## src/design/lfr_pkg.sv

```systemverilog
// Package for the LIN frame responder: constants, codes, result type and CRC function.
`timescale 1ns / 1ps
package lfr_pkg;

	localparam int BUFFER_BYTES = 16;
	localparam int CNT_W        = $clog2(BUFFER_BYTES + 1);
	localparam int HEADER_LEN   = 4;
	localparam int KEPT_BYTES   = 5;
	localparam int KEPT_IDX_W   = $clog2(KEPT_BYTES);

	localparam logic [7:0] SYNC_BRK  = 8'h00;
	localparam logic [7:0] SYNC_DEL  = 8'h80;
	localparam logic [7:0] SYNC_BYTE = 8'h55;
	localparam logic [7:0] CRC_POLY  = 8'h8C;

	// result queue
	localparam int RESQ_DEPTH = 4;
	localparam int RESQ_PTR_W = $clog2(RESQ_DEPTH);
	localparam int RESQ_CNT_W = $clog2(RESQ_DEPTH + 1);

	// config register indexes
	localparam int CFG_IDX_W = 3;
	localparam logic [CFG_IDX_W-1:0] REG_REPLY_VALUE = 3'd0;
	localparam logic [CFG_IDX_W-1:0] REG_READ_ID     = 3'd1;
	localparam logic [CFG_IDX_W-1:0] REG_WRITE_ID    = 3'd2;
	localparam logic [CFG_IDX_W-1:0] REG_STATUS_ID   = 3'd3;
	localparam logic [CFG_IDX_W-1:0] REG_CAN_MASK    = 3'd4;
	localparam logic [CFG_IDX_W-1:0] REG_LIN_MASK    = 3'd5;

	// input op codes
	localparam logic OP_BYTE = 1'b0;
	localparam logic OP_IDLE = 1'b1;

	// result kinds
	localparam logic [1:0] KIND_REPLY  = 2'd0;
	localparam logic [1:0] KIND_TEMP   = 2'd1;
	localparam logic [1:0] KIND_STATUS = 2'd2;

	typedef struct packed {
		logic [1:0] kind;
		logic [7:0] value;
		logic       can_up;
		logic       lin_up;
		logic       last;
	} res_t;

	// reflected CRC-8, init 0, LSB first
	function automatic logic [7:0] crc8_refl(input logic [7:0] data);
		logic [7:0] crc;
		logic [7:0] d;
		crc = '0;
		d   = data;
		for (int b = 0; b < 8; b++) begin
			if ((crc[0] ^ d[0]) == 1'b1) begin
				crc = (crc >> 1) ^ CRC_POLY;
			end else begin
				crc = crc >> 1;
			end
			d = d >> 1;
		end
		return crc;
	endfunction

endpackage

```

## src/design/lin_frame_responder.sv

```systemverilog
// LIN frame responder: collects bus bytes, decodes frames on line idle, queues results.
//
// One item (a received byte or a line-idle event) is taken per clock. The item is
// registered, decoded in one pass against the frame buffer and the config registers,
// and its results (none, one, or two for a read request: reply byte then its CRC-8)
// go into a four-entry result queue that drains one result per clock. The input side
// stalls only while an item waits in the input register and the queue has fewer than
// two free entries, so throughput is one item per cycle unless the result side backs up.
// Configuration is written through a separate always-ready port, one register per cycle.
`timescale 1ns / 1ps
module lin_frame_responder (
	input  logic                          clk,
	input  logic                          arst_n,
	// config
	input  logic                          cfg_valid,
	output logic                          cfg_ready,
	input  logic [lfr_pkg::CFG_IDX_W-1:0] cfg_index,
	input  logic [7:0]                    cfg_data,
	// input items
	input  logic                          in_valid,
	output logic                          in_ready,
	input  logic                          op,
	input  logic [7:0]                    rx_byte,
	// results
	output logic                          out_valid,
	input  logic                          out_ready,
	output logic [1:0]                    kind,
	output logic [7:0]                    value,
	output logic                          can_up,
	output logic                          lin_up,
	output logic                          last
);
	import lfr_pkg::*;

	// config registers
	logic [7:0] reply_value_q, read_id_q, write_id_q, status_id_q, can_mask_q, lin_mask_q;

	// frame state
	logic [7:0]       frame_q [KEPT_BYTES];
	logic [7:0]       frame_d [KEPT_BYTES];
	logic [CNT_W-1:0] byte_cnt_q, byte_cnt_d;
	logic             hdr_q, hdr_d;
	logic             can_q, can_d, lin_q, lin_d;

	// input register
	logic       valid_s1;
	logic       op_s1;
	logic [7:0] rx_s1;
	logic       fire_s1;

	// result queue
	res_t                  resq_q [RESQ_DEPTH];
	logic [RESQ_PTR_W-1:0] wr_ptr_q, rd_ptr_q;
	logic [RESQ_CNT_W-1:0] resq_cnt_q;
	logic [1:0]            n_push;
	res_t                  res0, res1;
	logic                  pop;
	res_t                  head;

	assign cfg_ready = 1'b1;

	always_ff @(posedge clk or negedge arst_n) begin
		if (!arst_n) begin
			reply_value_q <= 8'd0;
			read_id_q     <= 8'd77;
			write_id_q    <= 8'd7;
			status_id_q   <= 8'd55;
			can_mask_q    <= 8'd1;
			lin_mask_q    <= 8'd2;
		end else if (cfg_valid && cfg_ready) begin
			case (cfg_index)
				REG_REPLY_VALUE: reply_value_q <= cfg_data;
				REG_READ_ID:     read_id_q     <= cfg_data;
				REG_WRITE_ID:    write_id_q    <= cfg_data;
				REG_STATUS_ID:   status_id_q   <= cfg_data;
				REG_CAN_MASK:    can_mask_q    <= cfg_data;
				REG_LIN_MASK:    lin_mask_q    <= cfg_data;
				default: ;
			endcase
		end
	end

	// room for the worst case of two results
	assign fire_s1  = valid_s1 && (resq_cnt_q <= RESQ_CNT_W'(RESQ_DEPTH - 2));
	assign in_ready = !valid_s1 || fire_s1;

	always_ff @(posedge clk or negedge arst_n) begin
		if (!arst_n) begin
			valid_s1 <= 1'b0;
		end else if (in_ready) begin
			valid_s1 <= in_valid;
		end
	end

	always_ff @(posedge clk) begin
		if (in_valid && in_ready) begin
			op_s1 <= op;
			rx_s1 <= rx_byte;
		end
	end

	always_comb begin
		logic [7:0] id;
		logic [7:0] data;
		frame_d    = frame_q;
		byte_cnt_d = byte_cnt_q;
		hdr_d      = hdr_q;
		can_d      = can_q;
		lin_d      = lin_q;
		n_push     = 2'd0;
		res0       = '0;
		res1       = '0;
		id         = frame_q[3];
		data       = frame_q[4];
		if (fire_s1) begin
			if (op_s1 == OP_BYTE) begin
				if (byte_cnt_q < CNT_W'(KEPT_BYTES)) begin
					frame_d[byte_cnt_q[KEPT_IDX_W-1:0]] = rx_s1;
				end
				if (byte_cnt_q < CNT_W'(BUFFER_BYTES)) begin
					byte_cnt_d = byte_cnt_q + CNT_W'(1);
				end
				if (byte_cnt_d == CNT_W'(HEADER_LEN) && frame_d[0] == SYNC_BRK &&
				    frame_d[1] == SYNC_DEL && frame_d[2] == SYNC_BYTE) begin
					hdr_d = 1'b1;
				end
			end else if (hdr_q) begin
				if (byte_cnt_q == CNT_W'(HEADER_LEN)) begin
					if (id == read_id_q) begin
						res0   = '{kind: KIND_REPLY, value: reply_value_q, can_up: can_q,
						           lin_up: lin_q, last: 1'b0};
						res1   = '{kind: KIND_REPLY, value: crc8_refl(reply_value_q),
						           can_up: can_q, lin_up: lin_q, last: 1'b1};
						n_push = 2'd2;
					end
				end else if (byte_cnt_q > CNT_W'(HEADER_LEN) &&
				             byte_cnt_q < CNT_W'(BUFFER_BYTES)) begin
					if (id == write_id_q) begin
						res0   = '{kind: KIND_TEMP, value: data, can_up: can_q,
						           lin_up: lin_q, last: 1'b1};
						n_push = 2'd1;
					end else if (id == status_id_q) begin
						can_d  = |(data & can_mask_q);
						lin_d  = |(data & lin_mask_q);
						res0   = '{kind: KIND_STATUS, value: 8'd0, can_up: can_d,
						           lin_up: lin_d, last: 1'b1};
						n_push = 2'd1;
					end
				end
				// every decoded frame is dropped
				hdr_d      = 1'b0;
				byte_cnt_d = '0;
				for (int i = 0; i < KEPT_BYTES; i++) begin
					frame_d[i] = 8'd0;
				end
			end
		end
	end

	always_ff @(posedge clk or negedge arst_n) begin
		if (!arst_n) begin
			for (int i = 0; i < KEPT_BYTES; i++) begin
				frame_q[i] <= 8'd0;
			end
			byte_cnt_q <= '0;
			hdr_q      <= 1'b0;
			can_q      <= 1'b0;
			lin_q      <= 1'b0;
		end else begin
			frame_q    <= frame_d;
			byte_cnt_q <= byte_cnt_d;
			hdr_q      <= hdr_d;
			can_q      <= can_d;
			lin_q      <= lin_d;
		end
	end

	// result queue
	assign head      = resq_q[rd_ptr_q];
	assign out_valid = (resq_cnt_q != '0);
	assign pop       = out_valid && out_ready;
	assign kind      = head.kind;
	assign value     = head.value;
	assign can_up    = head.can_up;
	assign lin_up    = head.lin_up;
	assign last      = head.last;

	always_ff @(posedge clk) begin
		if (n_push != 2'd0) begin
			resq_q[wr_ptr_q] <= res0;
		end
		if (n_push == 2'd2) begin
			resq_q[wr_ptr_q + RESQ_PTR_W'(1)] <= res1;
		end
	end

	always_ff @(posedge clk or negedge arst_n) begin
		if (!arst_n) begin
			wr_ptr_q   <= '0;
			rd_ptr_q   <= '0;
			resq_cnt_q <= '0;
		end else begin
			wr_ptr_q   <= wr_ptr_q + RESQ_PTR_W'(n_push);
			rd_ptr_q   <= rd_ptr_q + RESQ_PTR_W'(pop);
			resq_cnt_q <= resq_cnt_q + RESQ_CNT_W'(n_push) - RESQ_CNT_W'(pop);
		end
	end

	// checks
	a_resq_bound: assert property (@(posedge clk) disable iff (!arst_n)
		resq_cnt_q <= RESQ_CNT_W'(RESQ_DEPTH))
		else $error("result queue overflow");

	a_hdr_len: assert property (@(posedge clk) disable iff (!arst_n)
		hdr_q |-> (byte_cnt_q >= CNT_W'(HEADER_LEN)))
		else $error("header marked on a short frame");

	a_idle_clears: assert property (@(posedge clk) disable iff (!arst_n)
		(fire_s1 && op_s1 == OP_IDLE && hdr_q) |=> (byte_cnt_q == '0 && !hdr_q))
		else $error("decoded frame not cleared");

	a_stall_holds: assert property (@(posedge clk) disable iff (!arst_n)
		!in_ready |-> (valid_s1 && resq_cnt_q > RESQ_CNT_W'(RESQ_DEPTH - 2)))
		else $error("input stalled without cause");

endmodule

```

## config.mk

```make
export PLATFORM = sky130hd
export DESIGN_NAME = lin_frame_responder
export DESIGN_NICKNAME = d
export VERILOG_FILES = /design/src/design/lfr_pkg.sv /design/src/design/lin_frame_responder.sv
export SDC_FILE = /design/constraint.sdc
export NUM_CORES = 1
export LEC_CHECK = 0
export ABC_AREA = 1
export BUFFER_PORTS_ARGS = -buffer_cell sky130_fd_sc_hd__buf_2
export CORE_UTILIZATION = 56
export CTS_CLUSTER_DIAMETER = 40
export DETAILED_ROUTE_END_ITERATION = 10
export GPL_TIMING_DRIVEN = 0
export PLACE_DENSITY = 0.8
export SYNTH_ARGS = -nofsm -noshare
export SYNTH_HDL_FRONTEND = slang
export SYNTH_SLANG_ARGS = --single-unit
```

## constraint.sdc

```tcl
create_clock -name clk -period 2.9 [get_ports clk]
set_input_delay 0.435 -clock clk [delete_from_list [all_inputs] [get_ports clk]]
set_output_delay 0.435 -clock clk [all_outputs]
set_load 0.1 [all_outputs]
```

==> summary.txt, run 1 <==
Worst setup path
  – Worst R2R Path Depth: 16
  – Type of the worst setup path: flip-flop to flip-flop
  – Critical Path RT: 3.25 ns
  – CP max FO: 5
  – Reg-to-reg endpoint: resq_cnt_q[2]
  – Launch point of the worst reg-to-reg path: byte_cnt_q[1]
  – Critical path arrival: 3.08 ns
  – Startpoint Class: flip-flop
  – Crit. End Element: flip-flop
  – Reg2reg setup slack: 0.17 ns

Timing
  – Final worst path period need: 2.733 ns
  – Slew margin rel.: 30.06%
  – Final Hold Fails: 0
  – Max Slew Vio Count: 0
  – Unrepaired setup endpoints after global routing: false
  – # setup viols final: 0
  – Crit share post-route: 94.25%
  – Fin Clk Skew: 0.007343 ns
  – Slew @ Worst Pin: 1.049 ns
  – Fmax: 365.8 MHz

Floorplan
  – Full die area: 0.01569 mm2
  – Rows: 44
  – Vert. Die Dim: 125.3 um
  – Io pins: 41
  – Initial core utilization: 57.89%
  – Core outline area: 0.01470 mm2
  – Chip width: 125.3 um

Place
  – Placer congestion estimate: 0.8964
  – DP HPWL: 14,260 um
  – Placed Instances: 1,254
  – I/O Buffers: 39

CTS
  – Clk_lat worst skew: 0.43 ns
  – Clk buf depth: 2
  – CTS Sinks: 165
  – TritonCTS clock tree: yes
  – Clock transition at path regs: 0.06 ns
  – Cts bufs inserted: 17
  – Hold buffers post-CTS: 0
  – Clk root buf: clkbuf_16
  – CTS H-tree depth: 4

Synthesis
  – Largest area contributor in the netlist: dfrtp_1
  – Synth area leaders: dfrtp_1, edfxtp_1, nand2_1
  – Synthesis-stage register bit count: 165
  – Syn Inst Count: 1,030
  – Fraction of registers with async set/reset: 63.03%
  – Seq/Total Area, Yosys: 51.37%
  – Avg Cell Area, Syn: 8.262 um2
  – Synth warn: 0
  – EDFF count, synth: 53
  – Yosys cell types: 41
  – Yosys top cell area share: 26.47%
  – Predominant post-synthesis flop cell: dfrtp_1
  – Synthesized cell area: 0.008509 mm2
  – Synthesized Nets: 1,063

Hold path
  – HP Class: primary input to asynchronous set/reset pin

Pwr
  – Sequential power share: 34.0%
  – Clock share of power: 24.5%
  – Leakage: 4.667 nW
  – Peak VDD IR: 0.0006800 V
  – Net Switching: 4.134 mW
  – Power density over the cells: 979.7 mW/mm2
  – Comb power frac: 41.6%
  – Pint: 5.374 mW
  – Sw Ratio: 43.48%

Routing
  – Initial DRC count: 569
  – Detailed-route via count: 7,095
  – Routed WL: 20,130 um
  – ANT nets after route: 0
  – Detail-routed via count per cell: 5.496
  – # DRC: 0
  – DR WL/cell: 15.59 um
  – DRT Pass-1 Iters: 7

Layout
  – Largest register FFs: 52
  – Multi-input combinational cell area: 0.003630 mm2
  – Largest registers: resq_q (52), frame_q (40)
  – # nets final: 1,127
  – Fraction of layout instances using a drive strength above 1: 15.18%
  – Commonest non-fill, non-tap cells in the layout: nand2_1, o21ai_0, inv_1
  – Fin cells: 1,291
  – Commonest non-fill, non-tap cell in the layout: nand2_1
  – N_diodes: 0
  – Register Area: 0.004374 mm2
  – Fillers: 1,200
  – Final core utilization: 66.02%
  – Syn-to-layout area delta: 14.04%
  – Most flop-heavy register: resq_q

Global routing
  – Initial antenna violation count: 0
  – Gr ovfl total: 0
  – Vias in the first global route: 6,891
  – Largest net degree at the start of global routing: 60
  – GRT Total Usage: 27.56%
  – First-pass GRT wire length: 33,600 um

Status
  – Outcome: finished clean

Job
  – # Max-Cap Violations: 0
[cells in the mapped netlist, drive strengths merged, types with 2 or more instances]
| cell type | number |
|---|---|
| inv | 116 |
| edfxtp | 53 |
| nor3 | 3 |
| xor2 | 12 |
| buf | 7 |
| nand4 | 12 |
| dfstp | 14 |
| dfxtp | 8 |
| dfrtp | 90 |
| xnor2 | 5 |
| a22o | 8 |
| o21ai | 132 |
| a21oi | 9 |
| ha | 7 |
| clkbuf | 17 |
| a221oi | 2 |
| nand3 | 34 |
| o22ai | 35 |
| nor2 | 85 |
| nand2 | 375 |
[per-stage QoR]
stage          worst slack (ns)  total power, mW  setup TNS (ns)  cell area (um2)  hold slack, ns
6_report                 0.1666            9.508               0             9704         0.08377
3_3_place_gp            -0.1498            7.004         -0.1498             8979          0.4516
3_5_place_dp            -0.1926            7.094         -0.2061             9009          0.4646
5_1_grt                 0.02464            10.07               0             9704          0.1421
2_1_floorplan          0.004481            6.266               0             8553          0.1394
4_1_cts                0.001828            9.454               0             9635          0.1094
[power by group through the flow]
stage | logic, mW | registers, mW | clock network (mW)
after detailed placement | 3.84 | 3.26 | 0
after global routing | 4.35 | 3.28 | 2.44
after floorplan | 3.13 | 3.13 | 0
after CTS | 3.90 | 3.21 | 2.34
after global placement | 3.76 | 3.24 | 0
final | 3.95 | 3.23 | 2.33
[repair_timing]
| item | 4_1_cts | 5_1_grt |
|---|---|---|
| endpoints found under the setup margin | 15 | 11 |
| pin swaps | 0 | 4 |
| gates resized for setup | 5 | 15 |
| buffers inserted | 1 | 5 |
[worst max-delay path, cell delays in order, from the launching register on]
cell	delay, ns
dfrtp_2	0.45
inv_4	0.06
ha_2	0.18
or2_1	0.22
nand2_1	0.07
nand2_2	0.09
inv_2	0.09
nand3_4	0.12
nand2_4	0.11
inv_2	0.06
ha_1	0.28
inv_1	0.05
ha_1	0.13
inv_1	0.05
fa_2	0.33
xnor2_1	0.19
xor2_1	0.16
[worst max-delay path by stage]
stage,from,endpoint,slack (ns),cells past startpoint
after floorplan,rd_ptr_q[0],can_up,0.004,5
after global placement,byte_cnt_q[0],resq_cnt_q[2],-0.15,16
after detailed placement,byte_cnt_q[0],resq_cnt_q[2],-0.19,16
after CTS,byte_cnt_q[1],resq_cnt_q[2],0.002,16
after global routing,byte_cnt_q[1],resq_cnt_q[2],0.02,16
final,byte_cnt_q[1],resq_cnt_q[2],0.17,16
[logic make-up (layout without fill, tap and decap cells)]
kind of cell,after synthesis,after routing,share of synthesized area (%)
adder cells (fa/ha/maj),8,8,1.264
other,1,1,0.04407
buffers and inverters,141,218,6.778
flip-flops,165,165,51.37
AO/OA/AOI/OAI,187,187,12.38
AND/OR/NAND/NOR,511,511,26.41
XOR/XNOR,17,17,1.750
[metal layers]
| metal | track usage [%] | share of wire [%] |
|---|---|---|
| met5 | 0 | 0 |
| met4 | 12.12 | 2.9 |
| met3 | 4.835 | 6.1 |
| met2 | 46.57 | 49 |
| met1 | 34.96 | 42 |
[area by class of cell]
class | count | area share [%]
Multi-Input combinational cell | 724 | 37.40
Clock buffer | 18 | 4.422
Tap cell | 184 | 2.372
Sequential cell | 165 | 45.07
Inverter | 117 | 4.667
Buffer | 23 | 1.315
Timing Repair Buffer | 46 | 2.862
Clock inverter | 14 | 1.882
No activity file was read; power rests on OpenSTA's default activity.
==> run 2, diff against run 1 <==
--- a/config.mk
+++ b/config.mk
@@ -7,11 +7,12 @@
 export LEC_CHECK = 0
 export ABC_AREA = 1
 export BUFFER_PORTS_ARGS = -buffer_cell sky130_fd_sc_hd__buf_2
-export CORE_UTILIZATION = 56
+export CORE_UTILIZATION = 60
+export CTS_BUF_LIST = sky130_fd_sc_hd__clkbuf_8 sky130_fd_sc_hd__clkbuf_16
 export CTS_CLUSTER_DIAMETER = 40
 export DETAILED_ROUTE_END_ITERATION = 10
 export GPL_TIMING_DRIVEN = 0
-export PLACE_DENSITY = 0.8
+export PLACE_DENSITY = 0.81
 export SYNTH_ARGS = -nofsm -noshare
 export SYNTH_HDL_FRONTEND = slang
 export SYNTH_SLANG_ARGS = --single-unit
==> constraint.sdc (replaced) <==
create_clock -name clk -period 2.71 [get_ports clk]
set_input_delay 0.4065 -clock clk [delete_from_list [all_inputs] [get_ports clk]]
set_output_delay 0.4065 -clock clk [all_outputs]
set_load 0.1 [all_outputs]
==> run 2 against run 1 <==
- power up 6.6%
- clock power down 3%
- sequential power up 6.5%
- cell area up 0.64%
- first-iteration DRC count up 2.6%
- critical path depth unchanged
- global-route usage up 2.4 points
- clock skew about the same
- register-to-register slack worse by 0.11 ns
- via count up 0.82%
- non-clock buffer count up 5
- utilization up 4.3 points
- critical endpoint unchanged
==> summary.txt, run 2 (synthesized netlist as in run 1, its figures left out) <==
Status
  – Outcome: finished clean

Floorplan
  – Core outline area: 0.01388 mm2 (-5.6%)
  – Initial core utilization: 61.30% (+3.4 points)
  – Chip width: 121.1 um (-3.3%)
  – Full die area: 0.01466 mm2 (-6.6%)
  – Io pins: 41 (unchanged)
  – Rows: 43 (-2.3%)
  – Vert. Die Dim: 121.1 um (-3.3%)

Layout
  – Largest register FFs: 52 (unchanged)
  – N_diodes: 0 (unchanged)
  – # nets final: 1,132 (+0.44%)
  – Commonest non-fill, non-tap cell in the layout: nand2_1
  – Most flop-heavy register: resq_q
  – Fillers: 1,110 (-7.5%)
  – Register Area: 0.004377 mm2 (about the same)
  – Commonest non-fill, non-tap cells in the layout: nand2_1, o21ai_0, inv_1
  – Syn-to-layout area delta: 14.78%
  – Post-route design area: 0.009767 mm2 (+0.64%)
  – Multi-input combinational cell area: 0.003687 mm2 (+1.6%)
  – Fraction of layout instances using a drive strength above 1: 16.82% (+1.6 points)
  – Largest registers: resq_q (52), frame_q (40)

Routing
  – Detailed-route via count: 7,153 (+0.82%)
  – DRT Pass-1 Iters: 5 (-2)
  – Detail-routed via count per cell: 5.536 (+0.74%)
  – # DRC: 0 (unchanged)
  – DR WL/cell: 15.94 um (+2.2%)
  – Initial DRC count: 584 (+2.6%)
  – Routed WL: 20,590 um (+2.3%)
  – ANT nets after route: 0 (unchanged)

Global routing
  – Largest net degree at the start of global routing: 55 (-8.3%)
  – Gr ovfl total: 0 (unchanged)
  – GRT Total Usage: 29.99% (+2.4 points)
  – Initial antenna violation count: 0 (unchanged)
  – Vias in the first global route: 6,845 (-0.67%)
  – First-pass GRT wire length: 33,180 um (-1.3%)

CTS
  – Clk_lat worst skew: 0.43 ns (about the same)
  – CTS Sinks: 165 (unchanged)
  – TritonCTS clock tree: yes
  – Clk root buf: clkbuf_16
  – Cts bufs inserted: 17 (unchanged)
  – CTS H-tree depth: 4 (unchanged)
  – Clock transition at path regs: 0.06 ns (about the same)
  – Clk buf depth: 2 (unchanged)

Worst setup path
  – Launch point of the worst reg-to-reg path: byte_cnt_q[0]
  – CP cell instances: clkinv_4, ha_4, or2_1, nand2_1, nand2_2, nor2_2, nand3_2, nand2_4, inv_4, ha_4, inv_1, ha_2, inv_2, fa_2, xnor2_2, xor2_1
  – CP bufs+invs: 4 (-1)
  – Family with the most delay on the worst path: adder cells
  – Startpoint Class: flip-flop
  – Critical Path RT: 3.03 ns (-0.22 ns)
  – Worst stage delay on the critical path: 0.40 ns (-0.05 ns)
  – Type of the worst setup path: flip-flop to flip-flop
  – Crit. End Element: flip-flop
  – Critical path arrival: 2.97 ns (-0.11 ns)
  – CP max FO: 5 (unchanged)
  – Top cell by count, worst path: ha_4
  – CP max-delay cell: dfrtp_2
  – Crit path launch: byte_cnt_q[0]

Timing
  – # setup viols final: 0 (unchanged)
  – Max Slew Vio Count: 0 (unchanged)
  – Slew margin rel.: 35.96% (+5.9 points)
  – Fmax: 376.9 MHz (+3.0%)
  – Fin Clk Skew: 0.007273 ns (-0.00007047 ns)
  – Crit share post-route: 97.91% (+3.7 points)
  – Slew @ Worst Pin: 0.9606 ns (-0.08849 ns)
  – Final worst path period need: 2.653 ns (-0.08006 ns)
  – Final Hold Fails: 0 (unchanged)
  – Unrepaired setup endpoints after global routing: true
  – Min Hold Slack: 0.02062 ns (-0.06315 ns)

Pwr
  – Power density over the cells: 1038 mW/mm2 (+5.9%)
  – Peak VDD IR: 0.0007552 V (+11%)
  – Leakage: 4.699 nW (+0.69%)

Hold path
  – HP Class: primary input to asynchronous set/reset pin

Place
  – I/O Buffers: 39 (unchanged)
  – DP HPWL: 14,500 um (+1.7%)
  – Placer congestion estimate: 0.8924 (-0.45%)
  – DP Area: 0.009042 mm2 (+0.37%)

Job
  – # Max-Cap Violations: 0 (unchanged)
[run 2: changes by cell type in the layout (fill, tap and decap cells not counted), moves of 2 or more]
cell / before / now
dfrtp_2: 2 / 4
clkinv_4: 2 / 4
o22ai_1: 28 / 22
buf_4: 8 / 22
bufinv_16: 4 / 1
clkinvlp_4: 1 / 3
buf_2: 37 / 27
o22ai_2: 7 / 13
clkinv_2: 4 / 7
ha_4: 0 / 2
dfrtp_1: 88 / 86
ha_1: 6 / 4
[run 2: what timing repair did]
item / 4_1_cts / 5_1_grt
hold buffers: 0 / 0
gates resized for setup: 20 / 15
endpoints found under the setup margin: 15 / 6
buffers inserted: 4 / 7
cloned: 0 / 0
pin swaps: 4 / 6
hold endpoints to repair: 0 / 0
[run 2: metal layers]
layer / wire length, um / vias to the layer above / global-route usage [%]
li1: - / 3495 / -
met1: 8426 / 3371 / 36.57
met2: 10630 / 252 / 53.04
met3: 1103 / 35 / 4.182
met4: 430 / 0 / 12.89
met5: 0 / - / 0
[run 2: area by class of cell]
class,instances,share of cell area (%)
Clock inverter,14,1.153
Clock buffer,18,4.497
Inverter,117,4.689
Sequential cell,165,44.81
Multi-Input combinational cell,724,37.75
Buffer,23,1.307
Timing Repair Buffer,51,3.484
Tap cell,180,2.306
[run 2: metrics by stage]
step	setup WS, ns	setup TNS [ns]	power, mW	instances	util [%]
after floorplan	0.002027	0	6.747	1030	-
after global placement	-0.2355	-0.4107	7.521	1249	64.93
after CTS	0.009126	0	9.984	1286	69.63
after global routing	-0.06386	-0.06386	10.70	1292	70.36
final	0.05669	0	10.14	1292	70.36
after detailed placement	-0.3021	-0.4484	7.635	1250	65.14
[run 2: report_power, final]
part           total (mW)  internal (mW)  switching, mW
clock network        2.25           1.27          0.976
registers            3.44           3.06          0.385
logic                4.44           1.31           3.13
total                10.1           5.65           4.49
[run 2: worst paths after layout]
path / endpoint / depth (start not counted) / slack [ns]
worst min-delay path: resq_cnt_q[2] / 1 / 0.02
worst max-delay path: resq_cnt_q[2] / 16 / 0.06
max in group asynchronous: read_id_q[6] / 2 / 1.95
min in group clk: op_s1 / 1 / 0.15
worst max register to register: resq_cnt_q[2] / 16 / 0.06
worst min register to register: resq_q[1][11] / 2 / 0.47
[run 2: worst register-to-register path, cell delays in order (launching register included)]
cell and delay [ns]:
dfrtp_2 0.40, clkinv_4 0.08, ha_4 0.16, or2_1 0.20
nand2_1 0.07, nand2_2 0.08, nor2_2 0.12, nand3_2 0.10
nand2_4 0.12, inv_4 0.05, ha_4 0.23, inv_1 0.05
ha_2 0.16, inv_2 0.04, fa_2 0.39, xnor2_2 0.15
xor2_1 0.14
